File: src/rtl/rq_pkg.sv
// rq_pkg: shared widths, register indexes and the divider cell payload type
// for the range quantizer. No dependencies.

package rq_pkg;

    localparam int DATA_W    = 32;             // Q16.16 sample and bounds
    localparam int LEVEL_W   = 31;             // widest quantized level
    localparam int BITS_W    = 5;              // level_bits register
    localparam int DEN_W     = DATA_W;         // range span, unsigned
    localparam int DIVR_W    = DEN_W + 1;      // divisor 2*den
    localparam int REM_W     = DIVR_W;         // partial remainder
    localparam int PROD_W    = DEN_W + LEVEL_W;
    localparam int DVD_W     = PROD_W + 1;     // dividend 2*num*top + den
    localparam int NUM_CELLS = LEVEL_W;        // one quotient bit per cell
    localparam int CFG_IDX_W = 2;

    // configuration register indexes
    localparam logic [CFG_IDX_W-1:0] REG_RANGE_LOW  = 2'd0;
    localparam logic [CFG_IDX_W-1:0] REG_RANGE_HIGH = 2'd1;
    localparam logic [CFG_IDX_W-1:0] REG_LEVEL_BITS = 2'd2;

    // reset values
    localparam logic [DATA_W-1:0] RANGE_LOW_RST  = 32'h0000_0000;
    localparam logic [DATA_W-1:0] RANGE_HIGH_RST = 32'h0001_0000;
    localparam logic [BITS_W-1:0] LEVEL_BITS_RST = 5'd16;

    // payload handed from cell to cell in the divider chain
    typedef struct packed {
        logic                 err;   // range_high <= range_low
        logic [REM_W-1:0]     rem;   // partial remainder, below the divisor
        logic [LEVEL_W-1:0]   low;   // dividend bits not yet shifted in
        logic [LEVEL_W-1:0]   quot;  // quotient bits developed so far
    } rq_cell_t;

endpackage

File: src/rtl/rq_front.sv
// rq_front: clamp, span offset, scale by the top level and form the dividend.
// Three register stages. Depends on rq_pkg.

module rq_front (
    input  logic                         clk,
    input  logic                         rst_n,
    input  logic                         in_valid,
    input  logic signed [rq_pkg::DATA_W-1:0]  sample,
    input  logic signed [rq_pkg::DATA_W-1:0]  range_low,
    input  logic signed [rq_pkg::DATA_W-1:0]  range_high,
    input  logic [rq_pkg::LEVEL_W-1:0]   top,
    input  logic [rq_pkg::DEN_W-1:0]     den,
    output logic                         out_valid,
    output rq_pkg::rq_cell_t             out_data
);
    import rq_pkg::*;

    // stage A: clamp and offset
    logic                  a_valid_reg;
    logic                  a_err_reg, a_err_next;
    logic [DEN_W-1:0]      num_reg, num_next;
    logic signed [DATA_W-1:0] clamped;
    logic [DATA_W:0]       diff;

    // stage B: scale
    logic                  b_valid_reg;
    logic                  b_err_reg;
    logic [PROD_W-1:0]     prod_reg, prod_next;

    // stage C: dividend
    logic                  c_valid_reg;
    rq_cell_t              c_data_reg, c_data_next;
    logic [DVD_W-1:0]      dvd;

    always_comb
    begin
        if (sample < range_low)
            clamped = range_low;
        else if (sample > range_high)
            clamped = range_high;
        else
            clamped = sample;
        diff       = {clamped[DATA_W-1], clamped} - {range_low[DATA_W-1], range_low};
        num_next   = diff[DEN_W-1:0];
        a_err_next = (range_high <= range_low);
    end

    assign prod_next = {{LEVEL_W{1'b0}}, num_reg} * {{DEN_W{1'b0}}, top};

    always_comb
    begin
        dvd              = {prod_reg, 1'b0} + {{(DVD_W-DEN_W){1'b0}}, den};
        c_data_next.err  = b_err_reg;
        c_data_next.rem  = dvd[DVD_W-1:LEVEL_W];
        c_data_next.low  = dvd[LEVEL_W-1:0];
        c_data_next.quot = '0;
    end

    always_ff @(posedge clk or negedge rst_n)
    begin
        if (!rst_n)
        begin
            a_valid_reg <= 1'b0;
            b_valid_reg <= 1'b0;
            c_valid_reg <= 1'b0;
        end
        else
        begin
            a_valid_reg <= in_valid;
            b_valid_reg <= a_valid_reg;
            c_valid_reg <= b_valid_reg;
        end
    end

    always_ff @(posedge clk)
    begin
        num_reg    <= num_next;
        a_err_reg  <= a_err_next;
        prod_reg   <= prod_next;
        b_err_reg  <= a_err_reg;
        c_data_reg <= c_data_next;
    end

    assign out_valid = c_valid_reg;
    assign out_data  = c_data_reg;

endmodule

File: config.mk
export PLATFORM = sky130hd
export DESIGN_NAME = rq_front
export DESIGN_NICKNAME = d
export VERILOG_FILES = /design/src/rtl/rq_pkg.sv /design/src/rtl/rq_front.sv
export SDC_FILE = /design/constraint.sdc
export NUM_CORES = 2
export LEC_CHECK = 0
export ABC_AREA = 1
export BUFFER_PORTS_ARGS = -buffer_cell sky130_fd_sc_hd__buf_2
export CAP_MARGIN = 20
export CORE_MARGIN = 1
export CORE_UTILIZATION = 55
export CTS_CLUSTER_SIZE = 8
export DETAILED_ROUTE_END_ITERATION = 6
export MAX_ROUTING_LAYER = met4
export PLACE_DENSITY = 0.76
export SYNTH_ARGS = -nofsm -noshare
export SYNTH_HDL_FRONTEND = slang
export SYNTH_SLANG_ARGS = --single-unit
File: constraint.sdc
create_clock -name clk -period 6.4 [get_ports clk]
set_clock_uncertainty 0.15 [all_clocks]
set_input_delay 0.32 -clock clk [delete_from_list [all_inputs] [get_ports clk]]
set_output_delay 0.32 -clock clk [all_outputs]
set_load 0.05 [all_outputs]
==> flow_metrics.env <==
export IMPL_status="finished with violations"
export IMPL_violations="setup timing"
export IMPL_clockBufferDepth=2
export IMPL_critPathKind="reg2reg"
export IMPL_die_h_um=286
export IMPL_ys_ff_latch=165
export IMPL_nNetsFinal=7760
export IMPL_synth_top_area_cell="fa_1"
export IMPL_num_rows=103
export IMPL_async_reset_ff_share_pct=1.82
export IMPL_synth_area_per_cell_um2=7.68
export IMPL_grt_use_total_pct=34.2
export IMPL_place_gp_congestion=0.984
export IMPL_tightest_slew_ps=973
export IMPL_synth_warnings=0
export IMPL_boundaryPins=259
export IMPL_syn_inst=5783
export IMPL_grt_pass1_vias=41300
export IMPL_core_area_um2=79400
export IMPL_cts_root_buf="clkbuf_16"
export IMPL_layout_setup_ws_ps=-401
export IMPL_cp_data_required_time_ps=6630
export IMPL_die_area_um2=81900
export IMPL_synth_top_flop_cell="dfxtp_1"
export IMPL_area_growth_pct=20.4
export IMPL_whs_ps=44.1
export IMPL_largest_reg_flops=65
export IMPL_crit_top_cell="fa_1"
export IMPL_hpwl_um=109000
export IMPL_drtAntennaViolNets=0
export IMPL_slowest_delay_ps=580
export IMPL_synth_edf_count=0
export IMPL_wire_per_inst_um=18.5
export IMPL_slew_headroom_pct=34.5
export IMPL_cp_slowest_cell="fa_2"
export IMPL_h_tree_depth=4
export IMPL_cts_clk_slew_worst_paths_ps=70
export IMPL_hold_path_class="in2reg"
export IMPL_r2r_worst_path_cells=25
export IMPL_fmax_ghz=0.147
export IMPL_overflow=0
export IMPL_postPlaceCellArea_um2=49600
export IMPL_grt_pass1_wl_um=212000
export IMPL_insertion_delay_ps=500
export IMPL_drv_cap=0
export IMPL_numClockSinks=165
export IMPL_place_ws_ps=-902
export IMPL_finalSetupViolations=43
export IMPL_drive_gt1_share_pct=19.7
export IMPL_cts_made_buffers=17
export IMPL_synth_seq_area_share_pct=7.47
export IMPL_firstDrtPassIters=6
export IMPL_initial_core_util_pct=55.9
export IMPL_cts_tree="yes"
export IMPL_final_cell_mix="inv_1 (1,555), nand2_1 (1,318), fa_1 (810)"
export IMPL_fin_crit_sh_pct=106
export IMPL_via_per_inst=5.32
export IMPL_layout_commonest_cell="inv_1"
export IMPL_tns_ps=-11580
export IMPL_hold_viol=0
export IMPL_drc_errors=0
export IMPL_synth_top_cells_by_area="fa_1 (39%), inv_1 (14%), nand2_1 (12%)"
export IMPL_end_kind="register"
export IMPL_n_antenna_cell=0
export IMPL_drtIter0Drc=3053
export IMPL_crit_path_max_fanout=4
export IMPL_slew_violations=0
export IMPL_cp_start_kind="register"
export IMPL_post_synth_num_cell_types=57
export IMPL_hold_depth=4
export IMPL_num_vias=39200
export IMPL_antenna_found_initial=0
export IMPL_synth_top_area_share_pct=39.1
export IMPL_syn_area_um2=44400
export IMPL_grt_setup_unrepaired="yes"
export IMPL_grt_max_degree=35
export IMPL_stdcell_area_um2=53500
export IMPL_die_width_um=286
export IMPL_port_buffers=227
export IMPL_fin_crit_ps=6800
export IMPL_arrival_ps=7030
export IMPL_routed_wl_um=136000
## path summary, 6_finish.rpt
| kind | end | slack, ps | startpoint |
|---|---|---|---|
| hold reg to reg | b_err_reg | 190 | a_err_reg |
| hold / removal | num_reg[31] | 40 | range_low[31] |
| setup reg to reg | prod_reg[49] | -400 | num_reg[10] |
| setup / recovery | prod_reg[49] | -400 | num_reg[10] |
| max in group asynchronous | out_valid | 5360 | rst_n |
| min in group asynchronous | b_valid_reg | 590 | rst_n |
## critical path: cells and delay by family (launching register included)
kind            cells  cell delay (ps)
compound gates      5              640
fa+ha+maj           9             4390
buf+inv             8              840
xor+xnor            1              160
simple gates        2              140
flops               1              360
## logic make-up (layout without fill, tap and decap cells)
family          Yosys count  after routing  share of synthesized area [%]
buf+inv                1884           2400                           16.3
xor+xnor                146            146                           2.88
compound gates          503            503                           6.54
other cells               1             31                        0.00844
simple gates           1803           1803                           16.0
flops                   165            165                           7.47
fa+ha+maj              1281           1281                           50.8
## area by class of cell
| cell class | instances | area, µm² |
|---|---|---|
| Multi-Input combinational cell | 3764 | 36000 |
| Fill cell | 6266 | 25900 |
| Tap cell | 1050 | 1310 |
| Clock buffer | 18 | 439 |
| Inverter | 1652 | 6210 |
| Clock inverter | 13 | 164 |
| Sequential cell | 165 | 3370 |
| Timing Repair Buffer | 717 | 5980 |
## metal layers
metal / routed length (µm) / GRT usage [%] / share of wire, %
met5: 0 / - / 0
met3: 10500 / 4.87 / 7.7
met1: 50300 / 40.2 / 37
met2: 68400 / 57.8 / 50
met4: 7330 / 16.0 / 5.4
## through the flow
| stage | cells | utilization, % |
|---|---|---|
| floorplan | 5813 | - |
| global placement | 7250 | 62.4 |
| detailed placement | 7250 | 62.4 |
| CTS | 7351 | 65.7 |
| global route | 7379 | 67.4 |
| finish | 7379 | 67.4 |
## timing repair
action,CTS,global route
pin swaps,98,153
buffers inserted,59,27
gates cloned,5,5
hold endpoints to repair,7,0
hold buffers,6,0
setup endpoints to repair,44,48
gates resized for setup,336,309
## synthesized netlist by cell type, drive strengths merged (21+ instances only)
| library cell | n |
|---|---|
| ha | 413 |
| buf | 42 |
| o21ai | 156 |
| inv | 1651 |
| clkbuf | 190 |
| nand3 | 59 |
| a21oi | 224 |
| o21bai | 21 |
| nand4 | 26 |
| a21o | 25 |
| nor3 | 34 |
| xnor2 | 46 |
| nand2 | 1399 |
| fa | 868 |
| a31oi | 32 |
| dfxtp | 162 |
| xor2 | 100 |
| nor2 | 261 |
Power is not shown: default switching activity piles up to over one toggle a cycle in this logic, so the estimate is an artifact.
