--- src/rtl/rq_pkg.sv ---
// rq_pkg: shared widths, register indexes and the divider cell payload type
// for the range quantizer. No dependencies.

package rq_pkg;

    localparam int DATA_W    = 32;             // Q16.16 sample and bounds
    localparam int LEVEL_W   = 31;             // widest quantized level
    localparam int BITS_W    = 5;              // level_bits register
    localparam int DEN_W     = DATA_W;         // range span, unsigned
    localparam int DIVR_W    = DEN_W + 1;      // divisor 2*den
    localparam int REM_W     = DIVR_W;         // partial remainder
    localparam int PROD_W    = DEN_W + LEVEL_W;
    localparam int DVD_W     = PROD_W + 1;     // dividend 2*num*top + den
    localparam int NUM_CELLS = LEVEL_W;        // one quotient bit per cell
    localparam int CFG_IDX_W = 2;

    // configuration register indexes
    localparam logic [CFG_IDX_W-1:0] REG_RANGE_LOW  = 2'd0;
    localparam logic [CFG_IDX_W-1:0] REG_RANGE_HIGH = 2'd1;
    localparam logic [CFG_IDX_W-1:0] REG_LEVEL_BITS = 2'd2;

    // reset values
    localparam logic [DATA_W-1:0] RANGE_LOW_RST  = 32'h0000_0000;
    localparam logic [DATA_W-1:0] RANGE_HIGH_RST = 32'h0001_0000;
    localparam logic [BITS_W-1:0] LEVEL_BITS_RST = 5'd16;

    // payload handed from cell to cell in the divider chain
    typedef struct packed {
        logic                 err;   // range_high <= range_low
        logic [REM_W-1:0]     rem;   // partial remainder, below the divisor
        logic [LEVEL_W-1:0]   low;   // dividend bits not yet shifted in
        logic [LEVEL_W-1:0]   quot;  // quotient bits developed so far
    } rq_cell_t;

endpackage

--- src/rtl/rq_div_cell.sv ---
// rq_div_cell: one restoring-division step, one quotient bit per cell.
// Depends on rq_pkg.

module rq_div_cell (
    input  logic                        clk,
    input  logic                        rst_n,
    input  logic [rq_pkg::DIVR_W-1:0]   divisor,
    input  logic                        in_valid,
    input  rq_pkg::rq_cell_t            in_data,
    output logic                        out_valid,
    output rq_pkg::rq_cell_t            out_data
);
    import rq_pkg::*;

    logic                 valid_reg;
    rq_cell_t             data_reg, data_next;
    logic [REM_W:0]       trial;
    logic [REM_W+1:0]     diff;
    logic                 qbit;

    always_comb
    begin
        // shift in the next dividend bit, subtract when it fits
        trial = {in_data.rem, in_data.low[LEVEL_W-1]};
        diff  = {1'b0, trial} - {2'b00, divisor};
        qbit  = ~diff[REM_W+1];

        data_next.err  = in_data.err;
        data_next.rem  = qbit ? diff[REM_W-1:0] : trial[REM_W-1:0];
        data_next.low  = {in_data.low[LEVEL_W-2:0], 1'b0};
        data_next.quot = {in_data.quot[LEVEL_W-2:0], qbit};
    end

    always_ff @(posedge clk or negedge rst_n)
    begin
        if (!rst_n)
            valid_reg <= 1'b0;
        else
            valid_reg <= in_valid;
    end

    always_ff @(posedge clk)
    begin
        data_reg <= data_next;
    end

    assign out_valid = valid_reg;
    assign out_data  = data_reg;

endmodule

--- config.mk ---
export PLATFORM = sky130hd
export DESIGN_NAME = rq_div_cell
export DESIGN_NICKNAME = d
export VERILOG_FILES = /design/src/rtl/rq_pkg.sv /design/src/rtl/rq_div_cell.sv
export SDC_FILE = /design/constraint.sdc
export NUM_CORES = 1
export LEC_CHECK = 0
export ABC_AREA = 1
export BUFFER_PORTS_ARGS = -buffer_cell sky130_fd_sc_hd__buf_2
export CAP_MARGIN = 20
export CORE_AREA = 2 2 165 86
export CTS_BUF_LIST = sky130_fd_sc_hd__clkbuf_8 sky130_fd_sc_hd__clkbuf_16
export CTS_CLUSTER_DIAMETER = 80
export DETAILED_ROUTE_END_ITERATION = 10
export DIE_AREA = 0 0 167 88
export PLACE_DENSITY = 0.68
export SYNTH_ARGS = -nofsm -noshare
export SYNTH_HDL_FRONTEND = slang
export SYNTH_SLANG_ARGS = --single-unit
--- constraint.sdc ---
create_clock -name clk -period 1.2 [get_ports clk]
set_input_delay 0.24 -clock clk [delete_from_list [all_inputs] [get_ports clk]]
set_output_delay 0.24 -clock clk [all_outputs]
set_load 0.1 [all_outputs]
==> flow_summary.ini, run 1 <==
[critical_path]
crit_type = in2reg
startpoint_type = primary input
cp_max_fo = 4
cp.required_ns = 1.43
cpMostUsedCell = nand2_1
slowest_delay_ns = 0.26
arrival_ns = 1.92
crit_chain = buf_6 -> ha_4 -> buf_4 -> nand2_2 -> nor2_1 -> inv_1 -> nor2_2 -> and2_1 -> nand2_2 -> nand2_1 -> nand2_1 -> nand3_2 -> nand2_1
slowest_stage = ha_4
endpoint_kind = register

[logic_synthesis]
netlist_area_um2 = 5200
synth.net_count = 931
netlist_instances = 765
synth_area_per_cell_um2 = 6.80
yosysUniqueCellTypes = 33
yosys_warnings = 0
ys_seq_elements = 96
synth.yosys.seq_area_share_pct = 37.1

[detailed_routing]
drt_pre_antenna_iters = 5
drcViolationCount = 0
wire_per_inst_um = 17.7
avgViaCountPerCell = 4.88
vias = 6646
wl_mm = 24.0
drtAntennaViolNets = 0
drt_iter0_drc = 637

[sta]
slew_viol_final = 0
setup_ws_ns = -0.487
fin_crit_ns = 1.69
setup_viol = 34
setup-tns-final_ns = -14.28
rsz0062_at_grt = true
hold_viol = 0
fmax_mhz = 593
fin_crit_sh_pct = 141

[grt]
grt_max_degree = 19
antenna_found_initial = 0
grt_pass1_wl_mm = 33.3
grt_usage_pct = 29.5
grt_pass1_vias = 6312
grt_overflow = 0

[placement]
gp_congestion = 0.993
place_hpwl_mm = 15.7
place.port_buffers = 226
placed_area_um2 = 9050

[clocking]
cts_max_level = 3
cts.sinks = 96
clk_pin_slew_ns = 0.06
cts.path.max_buffers = 2
cts.root.buffer_cell = clkbuf_16
cts_tree = built
cts_made_buffers = 9

[power]
leakagePower_nw = 5.61
p_switching_w = 0.00615
power_frac_seq_pct = 27.4
combPwrFrac_pct = 52.1
p_sw_share_pct = 44.0
irDropWorstVdd_mv = 1.07
intPower_w = 0.00782
powerDensity_nw_per_um2 = 1280
pwr-share-clk_pct = 20.6

[finish]
mostFrequentLayoutCells = 199 x nand2_1, 129 x inv_1, 126 x buf_2
nFillCells = 745
final_common_cell = nand2_1
nNetsFinal = 1346
diodes = 0
drive_above_1_share_pct = 49.4
final_area_um2 = 10900
area_growth_pct = 109

[hold_path]
hp-class = in2reg
min_delay_path_depth = 1

[floorplan]
dieWidth_um = 167
die_area_um2 = 14700
fp.coreArea_um2 = 13300
die_h_um = 88
initial_core_util_pct = 39.2
pin_count = 229
num_rows = 30

[flow_run]
cap_violations = 0

[run_status]
status = finished, violations left
violations = negative setup slack
[worst max-delay path, delay by kind of cell]
kind	cells	cell delay, ns
adder cells (fa/ha/maj)	1	0.26
AND/OR/NAND/NOR	9	1.04
buffers and inverters	3	0.39
[stage by stage]
step	utilization, %	setup WS (ns)	power (W)	hold WS [ns]	std cells
global placement	68.3	-0.855	0.0101	0.0142	1274
floorplan	-	-0.429	0.00750	-0.0556	765
global route	82.0	-0.542	0.0144	0.00206	1361
CTS	79.3	-0.297	0.0135	0.00311	1354
finish	82.0	-0.487	0.0140	0.00346	1361
detailed placement	68.3	-0.903	0.0102	0.0206	1274
[power by group through the flow]
stage | sequential, W | combinational (W) | clock [W]
4_1_cts | 0.00382 | 0.00683 | 0.00287
3_5_place_dp | 0.00388 | 0.00632 | 0
5_1_grt | 0.00384 | 0.00752 | 0.00302
6_report | 0.00382 | 0.00727 | 0.00287
3_3_place_gp | 0.00388 | 0.00626 | 0
2_1_floorplan | 0.00613 | 0.00137 | 0
[flip-flops by register name, indices dropped and copies added (netlist names)]
signal     count
out_data      95
out_valid      1
[synth_stat cells (all sizes together)]
master | instances | area, µm²
and2 | 12 | 75.1
dfxtp | 95 | 1900
nor2 | 45 | 200
nand3 | 70 | 405
o21bai | 2 | 15.0
nor3 | 4 | 25.0
buf | 10 | 80.1
fa | 1 | 20.0
xor2 | 13 | 114
nand2 | 288 | 1120
nand4 | 6 | 37.5
inv | 151 | 567
dfrtp | 1 | 25.0
xnor2 | 1 | 8.76
or2 | 3 | 18.8
conb | 1 | 3.75
nand3b | 8 | 60.1
a21oi | 20 | 104
o21ai | 1 | 5.00
ha | 33 | 413
[layer usage]
layer  wire [µm]  global-route usage (%)
met1        9570                    39.6
met2       11000                    46.1
met3        2790                    8.59
met4         673                    9.40
met5           0                       0
[cell families after synthesis]
logic type	share of synthesized area, %
xor gates and xnor gates	2.36
other	0.0721
and+or+nand+nor	37.4
adders and majority gates	8.33
DFF	37.1
buffers and inverters	12.4
AOI/OAI and AO/OA	2.38
[what timing repair did]
item | 4_1_cts | 5_1_grt
pin swaps | 29 | 35
setup endpoints to repair | 34 | 36
endpoints found under the hold margin | 57 | 2
gates resized for setup | 116 | 92
cloned | 2 | 0
setup buffers | 5 | 5
hold buffers | 57 | 2
[path summary, 6_finish.rpt]
check / start / to / slack, ns
setup / recovery: in_data[80] / out_data[90] / -0.49
min in group asynchronous: rst_n / out_valid / 0.22
max in group asynchronous: rst_n / out_valid / 0.89
hold / removal: in_data[59] / out_data[60] / 0.003
[final cells by class]
class	instances	area (µm²)	area share, %
Clock inverter	7	61.3	0.564
Multi-Input combinational cell	509	3580	33.0
Clock buffer	9	225	2.07
Sequential cell	96	1930	17.8
Timing Repair Buffer	413	4260	39.2
Inverter	151	584	5.38
Tap cell	176	220	2.03
No activity file was read; power rests on OpenSTA's default activity.
==> inputs of run 2 (changes only) <==
Settings changed: CORE_AREA 2 2 165 86 to 2 2 145 76, DIE_AREA 0 0 167 88 to 0 0 147 78, PLACE_DENSITY 0.68 to 0.86.
==> flow_summary.ini, run 2 <==
[clocking]
cts.sinks = 96
cts.root.buffer_cell = clkbuf_16
post-cts-setup-buffers = 30
cts_max_level = 3
cts.path.max_buffers = 2
hold_buffers = 47
cts_made_buffers = 9
post_cts_resized = 301

[floorplan]
initial_core_util_pct = 51.6
pin_count = 229
dieWidth_um = 147
die_h_um = 78
num_rows = 26

[logic_synthesis]
synth.yosys.seq_area_share_pct = 37.1
synth_common_cells = 282 x nand2_1, 148 x inv_1, 95 x dfxtp_1
synth_area_per_cell_um2 = 6.80
yosysTopAreaCell = dfxtp_1
yosysUniqueCellTypes = 33
netlist_instances = 765
synthMostInstantiatedCell = nand2_1
synth_flop_cell = dfxtp_1
synth.net_count = 931
netlist_area_um2 = 5200
synth_enable_flop_cells = 0
yosys_warnings = 0
ys_seq_elements = 96
async_flop_share_pct = 1.04
synth_top_area_share_pct = 36.6
synth.area.top_cells = dfxtp_1 37%, nand2_1 20%, inv_1 11%, ha_1 7.9%, nand3_1 5.7%

[run_status]
stop_error = [ERROR DPL-0038] Utilization greater than 100%, impossible to legalize
status = aborted with a tool error
haltStage = clock tree synthesis (4_1_cts)

[placement]
place.port_buffers = 226
gp_congestion = 0.976
place_hpwl_mm = 17.8
[run 2: kinds of logic after synthesis]
logic type	share of synthesized area (%)
AND/OR/NAND/NOR	37.4
buffers and inverters	12.4
flip-flops	37.1
adder cells (fa/ha/maj)	8.33
AO/OA/AOI/OAI	2.38
XOR/XNOR	2.36
other	0.0721
[run 2: through the flow]
stage                     setup WS (ns)  area [µm²]  TNS, ns  instances
after detailed placement         -0.891        8740   -27.52       1208
after global placement           -0.727        8740   -22.60       1208
after floorplan                  -0.429        5420   -13.67        765
==> inputs of run 3 (changes only) <==
Settings changed: CORE_AREA 2 2 145 76 to 2 2 118 120, CTS_BUF_LIST sky130_fd_sc_hd__clkbuf_8 sky130_fd_sc_hd__clkbuf_16 to not set, CTS_CLUSTER_DIAMETER 80 to not set, DIE_AREA 0 0 147 78 to 0 0 120 122, PLACE_DENSITY 0.86 to not set, PLACE_DENSITY_LB_ADDON set to 0.15.
==> flow_summary.ini, run 3 (synthesis results as in run 1) <==
[run_status]
status = finished, violations left
violations = negative setup slack

[power]
powerDensity_nw_per_um2 = 1270
total_power_w = 0.0143
p_sw_share_pct = 42.1
combPwrFrac_pct = 51.2
irDropWorstVdd_mv = 0.953
leakagePower_nw = 5.77
intPower_w = 0.00830
power_frac_seq_pct = 26.7
pwr-share-clk_pct = 22.2
p_switching_w = 0.00604

[clocking]
cts.root.buffer_cell = clkbuf_16
clk_pin_slew_ns = 0.07
cts_made_buffers = 9
cts.path.max_buffers = 2
cts_tree = built
cts_max_level = 3
cts.sinks = 96

[hold_path]
worstHoldStart = in_data[23]
min_delay_path_depth = 1
hp-class = in2reg
whs_endpoint = out_data[24]

[sta]
slew_viol_final = 0
setup_ws_ns = -0.409
rsz0062_at_grt = true
setup-tns-final_ns = -11.33
setup_viol = 34
fin_crit_ns = 1.61
hold_viol = 0
fin_crit_sh_pct = 134
fmax_mhz = 622

[detailed_routing]
drt_pre_antenna_iters = 5
drcViolationCount = 0
wire_per_inst_um = 18.3
wl_mm = 25.2
drt_iter0_drc = 568
drtAntennaViolNets = 0
avgViaCountPerCell = 4.91
vias = 6785

[finish]
area_growth_pct = 118
mostFrequentLayoutCells = 197 x nand2_1, 127 x buf_4, 125 x buf_2
nFillCells = 720
nNetsFinal = 1365
diodes = 0
final_common_cell = nand2_1
multi_input_area_um2 = 3840
seq_area_um2 = 1930
largest_reg_flops = 95
drive_above_1_share_pct = 52.3
fin_util_pct = 83.9
final_cells = 1383

[grt]
antenna_found_initial = 3
grt_usage_pct = 32.7
grt_pass1_wl_mm = 36.7
grt_max_degree = 16
grt_pass1_vias = 6878
grt_overflow = 0

[critical_path]
endpoint_kind = register
startpoint_type = primary input
crit_type = in2reg
arrival_ns = 1.86
cp_max_fo = 4
cp.required_ns = 1.45

[placement]
gp_congestion = 0.927
place_hpwl_mm = 15.3
dp.cells = 1269
preCtsSetupSlack_ns = -0.839
place.port_buffers = 226

[floorplan]
dieWidth_um = 120
die_area_um2 = 14600
die_h_um = 122
pin_count = 229
fp.coreArea_um2 = 13500
initial_core_util_pct = 38.5
num_rows = 43

[flow_run]
cap_violations = 0
-- run 3: timing repair --
action / CTS / global route
setup buffers: 23 / 7
gates cloned: 10 / 0
pin swaps: 42 / 35
resized for setup: 153 / 107
endpoints found under the setup margin: 35 / 36
endpoints found under the hold margin: 60 / 1
hold buffers: 60 / 1
-- run 3: power groups by stage --
stage / clock network (W) / logic, W / registers [W]
floorplan: 0 / 0.00137 / 0.00613
global placement: 0 / 0.00619 / 0.00388
detailed placement: 0 / 0.00623 / 0.00388
CTS: 0.00319 / 0.00692 / 0.00381
global route: 0.00335 / 0.00763 / 0.00384
finish: 0.00318 / 0.00734 / 0.00382
-- run 3: critical path: stages --
cell	delay, ns
buf_2	0.10
inv_1	0.09
ha_4	0.23
nand2_2	0.09
buf_4	0.13
inv_1	0.04
nand2_1	0.06
nand2_1	0.10
nand2_1	0.11
nand2_1	0.11
a21oi_2	0.21
nand3b_1	0.17
nand3_4	0.12
nand2_2	0.05
-- run 3: stage by stage --
| stage | instance area, µm² | hold WS (ns) |
|---|---|---|
| after CTS | 11000 | 0.0000192 |
| after global placement | 8950 | 0.0145 |
| after detailed placement | 8950 | 0.0180 |
| after floorplan | 5420 | -0.0556 |
| final | 11300 | 0.0123 |
| after global routing | 11300 | 0.00368 |
-- run 3: worst max path at each step --
stage / end / slack (ns) / start / depth (start not counted)
after global routing: out_data[89] / -0.49 / in_data[66] / 13
after floorplan: out_data[82] / -0.43 / in_data[61] / 13
after CTS: out_data[86] / -0.30 / divisor[32] / 12
after global placement: out_data[89] / -0.83 / divisor[11] / 15
final: out_data[89] / -0.41 / divisor[14] / 14
after detailed placement: out_data[89] / -0.84 / in_data[61] / 13
-- run 3: layer usage --
layer  share of wire (%)  vias up  global-route usage (%)  wire length, µm
li1                    -     3183                       -                -
met1                  36     3041                    35.7             9060
met2                  49      414                    57.9            12300
met3                 8.4      141                    8.05             2120
met4                 6.7        6                    18.6             1680
met5                0.16        -                       0               41
-- run 3: final cells by class --
class	instances	share of cell area [%]
timing repair buffer	427	39.1
multi-input combinational	514	33.9
sequential	96	17.0
inverter	151	5.16
clock buffer	11	2.14
tap	180	1.99
clock inverter	4	0.685
